<file path="config.mk">
export PLATFORM = sky130hd
export DESIGN_NAME = modular_exponentiation_unit
export DESIGN_NICKNAME = d
export VERILOG_FILES = /design/src/hw/rtl/mexp_pkg.sv /design/src/hw/rtl/modular_exponentiation_unit.sv /design/src/hw/rtl/mexp_datapath.sv /design/src/hw/rtl/mexp_ctrl.sv
export VERILOG_INCLUDE_DIRS = /design/src /design/src/hw/rtl
export SDC_FILE = /design/constraint.sdc
export NUM_CORES = 1
export LEC_CHECK = 0
export CAP_MARGIN = 40
export CORE_MARGIN = 1.5
export CORE_UTILIZATION = 60
export CTS_BUF_LIST = sky130_fd_sc_hd__clkbuf_4 sky130_fd_sc_hd__clkbuf_8 sky130_fd_sc_hd__clkbuf_16
export DETAILED_ROUTE_END_ITERATION = 7
export DONT_BUFFER_PORTS = 1
export PLACE_DENSITY = 0.76
export SETUP_SLACK_MARGIN = 0.3
export SLEW_MARGIN = 20
export SYNTH_ARGS = -nofsm -noshare
export SYNTH_HDL_FRONTEND = slang
export SYNTH_SLANG_ARGS = --single-unit
</file>
<file path="constraint.sdc">
create_clock -name clk -period 10.2 [get_ports clk]
set_input_delay 1.02 -clock clk [delete_from_list [all_inputs] [get_ports clk]]
set_output_delay 1.02 -clock clk [all_outputs]
set_load 0.005 [all_outputs]
</file>
<file path="src/hw/rtl/modular_exponentiation_unit_defines.svh">
// assertion macros for the modular exponentiation unit
`ifndef MODULAR_EXPONENTIATION_UNIT_DEFINES_SVH
`define MODULAR_EXPONENTIATION_UNIT_DEFINES_SVH

// same-cycle implication
`define MEXP_ASSERT_IMP(label, clk, rst_n, ante, cons) \
	label: assert property (@(posedge clk) disable iff (!rst_n) (ante) |-> (cons)) \
		else $error("mexp assertion failed");

// next-cycle implication
`define MEXP_ASSERT_NXT(label, clk, rst_n, ante, cons) \
	label: assert property (@(posedge clk) disable iff (!rst_n) (ante) |=> (cons)) \
		else $error("mexp assertion failed");

`endif

</file>
<file path="src/hw/rtl/mexp_pkg.sv">
`default_nettype none
package mexp_pkg;

	localparam int DEFAULT_WORD_BITS = 32;
	localparam int CFG_INDEX_BITS    = 2;

	localparam logic [CFG_INDEX_BITS-1:0] REG_KEY_MODULUS  = CFG_INDEX_BITS'(0);
	localparam logic [CFG_INDEX_BITS-1:0] REG_KEY_EXPONENT = CFG_INDEX_BITS'(1);

	typedef enum logic [1:0] {
		OP_REDUCE = 2'd0,
		OP_MULT   = 2'd1,
		OP_SQUARE = 2'd2
	} op_t;

	typedef struct packed {
		logic load;
		logic start;
		op_t  op;
		logic step;
		logic emit;
	} cmd_t;

	typedef struct packed {
		logic exp_zero;
		logic exp_odd;
		logic cnt_last;
		logic key_exp_zero;
		logic key_mod_zero;
	} sts_t;

endpackage
`default_nettype wire

</file>
<file path="src/hw/rtl/modular_exponentiation_unit.sv">
// channel | direction | handshake           | payload
// in      | input     | in_valid / in_ready   | cipher_word
// out     | output    | out_valid / out_ready | plain_word
// cfg     | input     | cfg_valid / cfg_ready | cfg_index, cfg_data
//
// one shared shift-add modular multiplier, one operand bit per cycle; a word takes a
// reduction of the input word plus k multiplies and squarings, k the number of them
// that the exponent needs (up to 2 * WORD_BITS - 1)
// zero exponent or zero modulus: no multiplies, the word goes straight to the done state
// reset clears the fsm, the output valid flag, modulus to 1 and exponent to 0
// a new word is taken while the previous result waits in the output register
`default_nettype none
module modular_exponentiation_unit #(
	parameter int WORD_BITS = mexp_pkg::DEFAULT_WORD_BITS
) (
	input  wire logic                                clk,
	input  wire logic                                arst_n,
	input  wire logic                                in_valid,
	output logic                                     in_ready,
	input  wire logic [WORD_BITS-1:0]                cipher_word,
	output logic                                     out_valid,
	input  wire logic                                out_ready,
	output logic [WORD_BITS-1:0]                     plain_word,
	input  wire logic                                cfg_valid,
	output logic                                     cfg_ready,
	input  wire logic [mexp_pkg::CFG_INDEX_BITS-1:0] cfg_index,
	input  wire logic [WORD_BITS-1:0]                cfg_data
);
	import mexp_pkg::*;

	cmd_t cmd;
	sts_t sts;

	assign cfg_ready = 1'b1;

	mexp_ctrl u_ctrl (
		.clk       (clk),
		.arst_n    (arst_n),
		.in_valid  (in_valid),
		.in_ready  (in_ready),
		.out_valid (out_valid),
		.out_ready (out_ready),
		.sts       (sts),
		.cmd       (cmd)
	);

	mexp_datapath #(
		.WORD_BITS (WORD_BITS)
	) u_datapath (
		.clk         (clk),
		.arst_n      (arst_n),
		.cfg_we      (cfg_valid),
		.cfg_index   (cfg_index),
		.cfg_data    (cfg_data),
		.cipher_word (cipher_word),
		.cmd         (cmd),
		.sts         (sts),
		.plain_word  (plain_word)
	);

endmodule
`default_nettype wire

</file>
<file path="src/hw/rtl/mexp_datapath.sv">
`default_nettype none
module mexp_datapath #(
	parameter int WORD_BITS = mexp_pkg::DEFAULT_WORD_BITS
) (
	input  wire logic                                clk,
	input  wire logic                                arst_n,
	input  wire logic                                cfg_we,
	input  wire logic [mexp_pkg::CFG_INDEX_BITS-1:0] cfg_index,
	input  wire logic [WORD_BITS-1:0]                cfg_data,
	input  wire logic [WORD_BITS-1:0]                cipher_word,
	input  wire mexp_pkg::cmd_t                      cmd,
	output mexp_pkg::sts_t                           sts,
	output logic [WORD_BITS-1:0]                     plain_word
);
	import mexp_pkg::*;

	localparam int CNT_BITS = $clog2(WORD_BITS);
	localparam logic [WORD_BITS-1:0] ONE = WORD_BITS'(1);

	logic [WORD_BITS-1:0] key_modulus_q;
	logic [WORD_BITS-1:0] key_exponent_q;
	logic [WORD_BITS-1:0] base_q;
	logic [WORD_BITS-1:0] res_q;
	logic [WORD_BITS-1:0] exp_q;
	logic [WORD_BITS-1:0] acc_q;
	logic [WORD_BITS-1:0] opa_q;
	logic [WORD_BITS-1:0] opb_q;
	logic [WORD_BITS-1:0] plain_word_q;
	logic [CNT_BITS-1:0]  cnt_q;
	op_t                  op_q;

	logic [WORD_BITS-1:0] addend;
	logic [WORD_BITS+1:0] sum;
	logic [WORD_BITS+2:0] diff1;
	logic [WORD_BITS+2:0] diff2;
	logic [WORD_BITS-1:0] acc_next;
	logic                 cnt_last;
	logic                 mod_le_one;

	always_ff @(posedge clk or negedge arst_n) begin
		if (!arst_n) begin
			key_modulus_q  <= ONE;
			key_exponent_q <= '0;
		end else if (cfg_we) begin
			if (cfg_index == REG_KEY_MODULUS) begin
				key_modulus_q <= cfg_data;
			end else if (cfg_index == REG_KEY_EXPONENT) begin
				key_exponent_q <= cfg_data;
			end
		end
	end

	// shift-add modular multiply step, sum stays below three times the modulus
	always_comb begin
		addend   = opb_q[WORD_BITS-1] ? opa_q : '0;
		sum      = {1'b0, acc_q, 1'b0} + {2'b00, addend};
		diff1    = {1'b0, sum} - {3'b000, key_modulus_q};
		diff2    = {1'b0, sum} - {2'b00, key_modulus_q, 1'b0};
		if (!diff2[WORD_BITS+2]) begin
			acc_next = diff2[WORD_BITS-1:0];
		end else if (!diff1[WORD_BITS+2]) begin
			acc_next = diff1[WORD_BITS-1:0];
		end else begin
			acc_next = sum[WORD_BITS-1:0];
		end
	end

	assign cnt_last   = cnt_q == CNT_BITS'(WORD_BITS - 1);
	assign mod_le_one = key_modulus_q <= ONE;

	always_ff @(posedge clk) begin
		if (cmd.load) begin
			base_q <= cipher_word;
			exp_q  <= key_exponent_q;
			res_q  <= (key_exponent_q == '0) ? ONE : (mod_le_one ? '0 : ONE);
			op_q   <= OP_REDUCE;
			opa_q  <= ONE;
			opb_q  <= cipher_word;
			acc_q  <= '0;
			cnt_q  <= '0;
		end else if (cmd.start) begin
			op_q  <= cmd.op;
			opa_q <= (cmd.op == OP_MULT) ? res_q : base_q;
			opb_q <= base_q;
			acc_q <= '0;
			cnt_q <= '0;
			if (cmd.op == OP_MULT) begin
				exp_q <= exp_q - ONE;
			end else begin
				exp_q <= exp_q >> 1;
			end
		end else if (cmd.step) begin
			acc_q <= acc_next;
			opb_q <= opb_q << 1;
			cnt_q <= cnt_q + CNT_BITS'(1);
			if (cnt_last) begin
				case (op_q)
					OP_MULT: res_q <= acc_next;
					default: base_q <= acc_next;
				endcase
			end
		end
		if (cmd.emit) begin
			plain_word_q <= res_q;
		end
	end

	assign sts.exp_zero     = exp_q == '0;
	assign sts.exp_odd      = exp_q[0];
	assign sts.cnt_last     = cnt_last;
	assign sts.key_exp_zero = key_exponent_q == '0;
	assign sts.key_mod_zero = key_modulus_q == '0;
	assign plain_word       = plain_word_q;

endmodule
`default_nettype wire

</file>
<file path="src/hw/rtl/mexp_ctrl.sv">
`default_nettype none
`include "modular_exponentiation_unit_defines.svh"
module mexp_ctrl (
	input  wire logic           clk,
	input  wire logic           arst_n,
	input  wire logic           in_valid,
	output logic                in_ready,
	output logic                out_valid,
	input  wire logic           out_ready,
	input  wire mexp_pkg::sts_t sts,
	output mexp_pkg::cmd_t      cmd
);
	import mexp_pkg::*;

	typedef enum logic [3:0] {
		ST_IDLE   = 4'b0001,
		ST_RUN    = 4'b0010,
		ST_DECIDE = 4'b0100,
		ST_DONE   = 4'b1000
	} state_t;

	state_t state_q;
	state_t state_d;
	logic   out_valid_q;

	always_comb begin
		state_d   = state_q;
		cmd       = '0;
		cmd.op    = OP_REDUCE;
		in_ready  = 1'b0;
		unique case (state_q)
			ST_IDLE: begin
				in_ready = 1'b1;
				if (in_valid) begin
					cmd.load = 1'b1;
					state_d  = (sts.key_exp_zero || sts.key_mod_zero) ? ST_DONE : ST_RUN;
				end
			end
			ST_RUN: begin
				cmd.step = 1'b1;
				if (sts.cnt_last) begin
					state_d = ST_DECIDE;
				end
			end
			ST_DECIDE: begin
				if (sts.exp_zero) begin
					state_d = ST_DONE;
				end else begin
					cmd.start = 1'b1;
					cmd.op    = sts.exp_odd ? OP_MULT : OP_SQUARE;
					state_d   = ST_RUN;
				end
			end
			ST_DONE: begin
				if (!out_valid_q || out_ready) begin
					cmd.emit = 1'b1;
					state_d  = ST_IDLE;
				end
			end
			default: state_d = ST_IDLE;
		endcase
	end

	always_ff @(posedge clk or negedge arst_n) begin
		if (!arst_n) begin
			state_q     <= ST_IDLE;
			out_valid_q <= 1'b0;
		end else begin
			state_q <= state_d;
			if (cmd.emit) begin
				out_valid_q <= 1'b1;
			end else if (out_ready) begin
				out_valid_q <= 1'b0;
			end
		end
	end

	assign out_valid = out_valid_q;

	`MEXP_ASSERT_NXT(a_busy_after_accept, clk, arst_n, in_valid && in_ready, !in_ready)
	`MEXP_ASSERT_NXT(a_run_to_decide, clk, arst_n, state_q == ST_RUN && sts.cnt_last, state_q == ST_DECIDE)
	`MEXP_ASSERT_NXT(a_emit_shows_result, clk, arst_n, cmd.emit, out_valid)
	`MEXP_ASSERT_NXT(a_done_holds, clk, arst_n, state_q == ST_DONE && out_valid && !out_ready, state_q == ST_DONE)

endmodule
`default_nettype wire

</file>
==> run metrics, run 1 <==
number of port buffers 0; Leak ~8.2 nW; Cell Rows 63; antenna violations before repair 0; H-tree depth 1; Setup Fix Bufs, Post-CTS 0; layout cell share with drive strength beyond 1 under 10%; First-pass DRT Iterations 6; share of the synthesized area in the top cell type between 20% and 30%; r2r startpoint u_datapath.opb_q[31]$_DFFE_PP_; Post-Syn Area per Cell 9.616 µm²; first-pass GRT wire length around 76000 µm; number of gates resized after cts 0; Ports roughly 110; Max Clk Rate 142.2 MHz; status finished, final reports clean; Core ar. 29720 µm²; worst endpoint required time roughly 11000 ps; most frequent cells in the layout 236 x nand2_1, 160 x edfxtp_1, 149 x nor2_1; Reg clk slew, reported paths 70 ps; CP peak stage delay between 900 and 1000 ps; clock insertion delay at the later pin of the skew report around 590 ps; Post-Syn Instances around 1.9k; Finished Cell Area roughly 20000 µm²; final worst path period share 68.96%; Reg area approximately 8000 µm²; top cells by area, synth edfxtp_1 26%, dfrtp_1 9.2%, dfxtp_1 7.8%, ha_1 6.8%, nand2_1 4.9%; crit path launch type register; Multi-input gate area 9623 µm²; Final Hold Viols 0; Synth cell types 97; setup violators final 0; Worst IR Drop VDD about 0.00019 V; synth warn 0; RSZ-0062 raised after global routing false; Crit Path Max Fanout 46; via count of the first global-routing pass 13.83k; cts hold-fix bufs 0; Nets slightly above 2k; met1 track demand over resource between 40% and 50%; DRC Markers 0; Critical Path Slowest Stage Cell edfxtp_1; syn nets roughly 2.1k; routed wire length a little under 50000 µm; CTS max path bufs 3; Avg Vias per Cell about 6.4; post-route ant nets 0; antenna cells 0; R2R Path End u_datapath.base_q[3]$_DFFE_PP_; critical path arrival between 7000 and 8000 ps; pwr dens 332.1 nW/µm²; Final Wtd Congestion 0.9665; most common cell after layout, fill and taps aside nand2_1; HP Class in -> async; number of fill cells around 2.3k; flops & latches, synth 300; P&R area growth vs syn 7.840%; register area share after synthesis about 44%; reg2reg path depth 21; routed via count 14.64k; EDFF count, synth 160; area of the die approximately 31000 µm²; reg-to-reg setup timing slack around 3200 ps; Die Ht around 180 µm; met2 usage in global routing 46.97%; Slew Limit Fails 0; Synth area leader edfxtp_1; Total GRT Usage between 30 and 40%; Post-DP Area 18550 µm²; Fin Hold WS 129.5 ps; Post-synth ARST share 23.00%; DRT iter0 DRCs 1560; CP endpoint kind register; CP most frequent cell o21ai_0; Rel. slew slack approximately 43%; CTS buffer count 31; busiest grt layer met2; ys flop type edfxtp_1; Starting Density 61.22%; Max Cap Violations 0; minimum clock period around 7000 ps; clock sink count 300; Cell Area, Synth about 18000 µm²; Setup Skew around 15 ps; die width around 180 µm; crit-path cells and2_1 -> ha_1 -> fa_1 -> a211oi_1 -> nor3_1 -> o221ai_1 -> o31ai_2 -> nor2_1 -> o21ai_0 -> xor2_1 -> ha_1 -> and3_1 -> and3_1 -> o41ai_2 -> nor4bb_2 -> nor3_1 -> nor3b_4 -> buf_4 -> mux2_2 -> o21ai_0 -> o21ai_0; drt wl/cell 21.23 µm; critical setup path kind reg -> reg; CTS root buffer clkbuf_16; CTS tree done; setup TNS 0 ps; gr ovfl total 0; DP HPWL about 35000 µm; largest net degree at the start of global routing 92; Tightest Pin Transition approximately 860 ps; GRT met3 Usage under 10%
-- critical path: cells and delay by family, from the launching register on --
family / cells / cell delay, ps
adders and majority gates: 3 / 840
muxes: 1 / 400
DFF: 1 / 910
and+or+nand+nor: 8 / 1780
AOI/OAI and AO/OA: 7 / 1910
buffers and inverters: 1 / 540
xor gates and xnor gates: 1 / 350
-- worst max-delay path by stage --
stage	start	endpoint	slack (ps)	cells after the start
after CTS	u_datapath.opb_q[31]$_DFFE_PP_	u_datapath.base_q[3]$_DFFE_PP_	3310	21
after global placement	u_datapath.opb_q[31]$_DFFE_PP_	u_datapath.base_q[15]$_DFFE_PP_	3550	21
after detailed placement	u_datapath.opb_q[31]$_DFFE_PP_	u_datapath.base_q[3]$_DFFE_PP_	3360	21
final	u_datapath.opb_q[31]$_DFFE_PP_	u_datapath.base_q[3]$_DFFE_PP_	3170	21
after global routing	u_datapath.opb_q[31]$_DFFE_PP_	u_datapath.base_q[3]$_DFFE_PP_	2710	21
after floorplan	u_datapath.opb_q[31]$_DFFE_PP_	u_datapath.base_q[10]$_DFFE_PP_	4890	24
-- per-layer routing --
metal	vias up	share of wire (%)
met5	-	0
met4	0	2.5
met3	80	9.1
met2	676	43
met1	6978	45
li1	6908	-
-- kinds of logic (layout without fill, tap and decap cells) --
group | after synthesis | after routing | share of synthesized area [%]
flops | 300 | 300 | 43.72
fa+ha+maj | 102 | 102 | 7.138
simple gates | 627 | 627 | 16.20
compound gates | 510 | 510 | 19.06
xor+xnor | 90 | 90 | 4.333
mux | 99 | 99 | 5.818
other cells | 1 | 1 | 0.02061
buf+inv | 163 | 157 | 3.707
-- layout make-up --
type | instances | area share (%)
multi-input combinational | 1429 | 49.05
sequential | 300 | 40.55
clock buffer | 41 | 4.368
tap | 390 | 2.487
inverter | 76 | 1.454
timing repair buffer | 23 | 1.173
clock inverter | 17 | 0.9247
-- report_power, final --
group	switching, mW	total [mW]	internal, mW
clock	0.489	1.16	0.670
combinational	2.06	3.32	1.26
sequential	0.214	2.04	1.83
-- Yosys cell counts (40+ instances only) --
library cell    n
nand2_1       237
edfxtp_1      160
nor2_1        151
a21oi_1       108
o21ai_0       102
ha_1           99
inv_1          76
dfxtp_1        71
dfrtp_1        67
xnor2_1        66
clkbuf_1       62
nand3_1        55
a211oi_1       51
mux2_2         50
mux2i_1        48
a21o_1         45
and2_1         44
a22oi_1        40
-- metrics by stage --
step	power [mW]	setup WS, ps	std cells	util [%]
after global placement	5.176	3549	2214	62.22
final	6.517	3166	2276	66.02
after floorplan	4.451	4894	1892	-
after detailed placement	5.287	3357	2217	62.44
after global routing	6.920	2711	2276	66.02
after CTS	6.455	3308	2275	65.93
(Power assumes the default switching activity.)
==> inputs of run 2 (changes only) <==
==> constraint.sdc (replaced) <==
create_clock -name clk -period 7.3 [get_ports clk]
set_input_delay 0.73 -clock clk [delete_from_list [all_inputs] [get_ports clk]]
set_output_delay 0.73 -clock clk [all_outputs]
set_load 0.005 [all_outputs]
==> run 2 against run 1 <==
- flip-flop and latch count unchanged
- design area increased by 0.56%
- global-route usage increased by 0.39 points
- critical endpoint is now u_datapath.base_q[5]$_DFFE_PP_
- largest cell class unchanged
- via count increased by 1.0%
- largest power group unchanged
- fmax increased by 9.2%
- final cell count increased by 0.35%
- combinational power increased by 43%
- clock power increased by 36%
- clock-buffer cell count increased by 10
- power increased by 41%
- clock skew increased by 2.9 ps
==> run metrics, run 2 (synthesis gave the netlist of run 1 again) <==
status finished, final reports clean (unchanged); Avg Vias per Cell 6.476 (was 6.433); first-pass GRT wire length 77600 µm (was 76190 µm); Max Clk Rate 155.2 MHz (was 142.2 MHz); Cell Rows 63 (unchanged); CP endpoint kind register (unchanged); Max Cap Violations 0 (unchanged); r2r startpoint u_datapath.opb_q[31]$_DFFE_PP_ (unchanged); reg2reg path depth 21 (unchanged); largest net degree at the start of global routing 93 (was 92); CTS buffer count 31 (unchanged); Final Hold Viols 0 (unchanged); most frequent cells in the layout 236 x nand2_1, 160 x edfxtp_1, 149 x nor2_1 (unchanged); First-pass DRT Iterations 6 (unchanged); antenna violations before repair 1 (was 0); crit path launch type register (unchanged); Die Ht 177.1 µm (unchanged); antenna cells 0 (unchanged); Setup Skew 17.62 ps (was 14.74 ps); Crit Path Max Fanout 34 (was 46); pre-CTS setup slack 952.4 ps (was 3357 ps); drt wl/cell 21.33 µm (was 21.23 µm); Nets 2042 (was 2034); CTS max path bufs 3 (unchanged); Leak 8.256 nW (was 8.180 nW); worst setup margin 856.1 ps (was 3166 ps); Starting Density 61.22% (unchanged); final worst path period share 88.27% (was 68.96%); RSZ-0062 raised after global routing false (unchanged); placed cells 2222 (was 2217); Final Wtd Congestion 0.9534 (was 0.9665); routed wire length 48720 µm (was 48320 µm); CTS tree done (unchanged); minimum clock period 6444 ps (was 7034 ps); pwr dens 465.1 nW/µm² (was 332.1 nW/µm²); layout cell share with drive strength beyond 1 9.979% (was 9.385%); Tightest Pin Transition 763.1 ps (was 860.4 ps); number of port buffers 0 (unchanged); DP HPWL 35630 µm (was 35230 µm); P&R area growth vs syn 8.445% (was 7.840%); CTS root buffer clkbuf_16 (unchanged); post-route insts no fill 2284 (was 2276); Worst IR Drop VDD 0.0002342 V (was 0.0001901 V); Total GRT Usage 31.44% (was 31.06%); number of gates resized after cts 0 (unchanged); HP Class in -> async (unchanged); overall power 9.177 mW (was 6.517 mW); Rel. slew slack 49.01% (was 42.64%); setup TNS 0 ps (unchanged); Reg clk slew, reported paths 70 ps (about the same); R2R Path End u_datapath.base_q[5]$_DFFE_PP_ (was u_datapath.base_q[3]$_DFFE_PP_); clock insertion delay at the later pin of the skew report 580 ps (was 590 ps); via count of the first global-routing pass 14.14k (was 13.83k); routed via count 14.79k (was 14.64k); worst endpoint required time 7600 ps (was 10510 ps); Core ar. 29720 µm² (unchanged); number of fill cells 2272 (was 2275); H-tree depth 1 (unchanged); die width 177.1 µm (unchanged); Ports 106 (unchanged); DRT iter0 DRCs 1796 (was 1560); Fin Hold WS 21.48 ps (was 129.5 ps); post-route ant nets 0 (unchanged); gr ovfl total 0 (unchanged); setup violators final 0 (unchanged); Slew Limit Fails 0 (unchanged); most common cell after layout, fill and taps aside nand2_1 (unchanged); DRC Markers 0 (unchanged); clock sink count 300 (unchanged); critical path arrival 6740 ps (was 7340 ps); critical setup path kind reg -> reg (unchanged); area of the die 31380 µm² (unchanged); reg-to-reg setup timing slack 860 ps (was 3170 ps)
-- run 2: changes by cell type in the layout (fill, tap and decap cells not counted), sizes merged --
cell      change
bufinv        -3
clkinv        -3
buf           +7
inv           -1
clkbuf       +11
clkinvlp      -3
-- run 2: critical path: stages (launching register included) --
cell      delay, ps
edfxtp_1        600
and2_1          220
ha_1            210
fa_1            250
a211oi_1         90
nor3_1          290
o221ai_1        260
o31ai_2         510
nor2_1          140
xnor2_1         340
ha_1            370
and3_1          250
and3_4          210
a221o_1         340
a21boi_1        230
o41ai_4         160
a221oi_4        350
o211a_1         200
buf_4           420
nor3_1          150
a311oi_2        450
o21ai_1         100
-- run 2: metal layers --
layer / track usage, % / share of wire, % / up-vias
met5: 0 / 0.027 / -
met4: 6.568 / 1.9 / 2
met3: 5.284 / 9.3 / 63
met2: 47.82 / 44 / 721
met1: 47.05 / 45 / 7111
li1: - / - / 6895
-- run 2: area by class of cell --
type,instances,area (µm²),share of cell area (%)
Clock buffer,51,980.9,4.972
Clock inverter,7,57.56,0.2917
Inverter,76,285.3,1.446
Multi-Input combinational cell,1429,9623,48.77
Sequential cell,300,7955,40.32
Tap cell,390,488.0,2.473
Timing Repair Buffer,31,340.3,1.725
-- run 2: power breakdown --
group	total (mW)	switching (mW)	internal (mW)
Combinational	4.75	2.92	1.83
Clock	1.58	0.663	0.921
Sequential	2.85	0.295	2.55
-- run 2: repair_timing --
item,in CTS,in global routing
hold buffers,1,0
setup buffers,0,0
endpoints found under the hold margin,69,0
-- run 2: worst max path at each step --
stage	endpoint	cells past startpoint	from	slack (ps)
2_1_floorplan	u_datapath.base_q[10]$_DFFE_PP_	24	u_datapath.opb_q[31]$_DFFE_PP_	1990
3_3_place_gp	u_datapath.base_q[5]$_DFFE_PP_	21	u_datapath.opb_q[31]$_DFFE_PP_	1080
3_5_place_dp	u_datapath.base_q[5]$_DFFE_PP_	21	u_datapath.opb_q[31]$_DFFE_PP_	950
4_1_cts	u_datapath.base_q[5]$_DFFE_PP_	21	u_datapath.opb_q[31]$_DFFE_PP_	960
5_1_grt	u_datapath.base_q[3]$_DFFE_PP_	22	u_datapath.opb_q[31]$_DFFE_PP_	460
6_report	u_datapath.base_q[5]$_DFFE_PP_	21	u_datapath.opb_q[31]$_DFFE_PP_	860
-- run 2: through the flow --
stage / instance area (µm²) / util (%)
final: 19730 / 66.39
after global routing: 19730 / 66.39
after CTS: 19680 / 66.22
after detailed placement: 18610 / 62.63
after global placement: 18540 / 62.38
after floorplan: 18190 / -
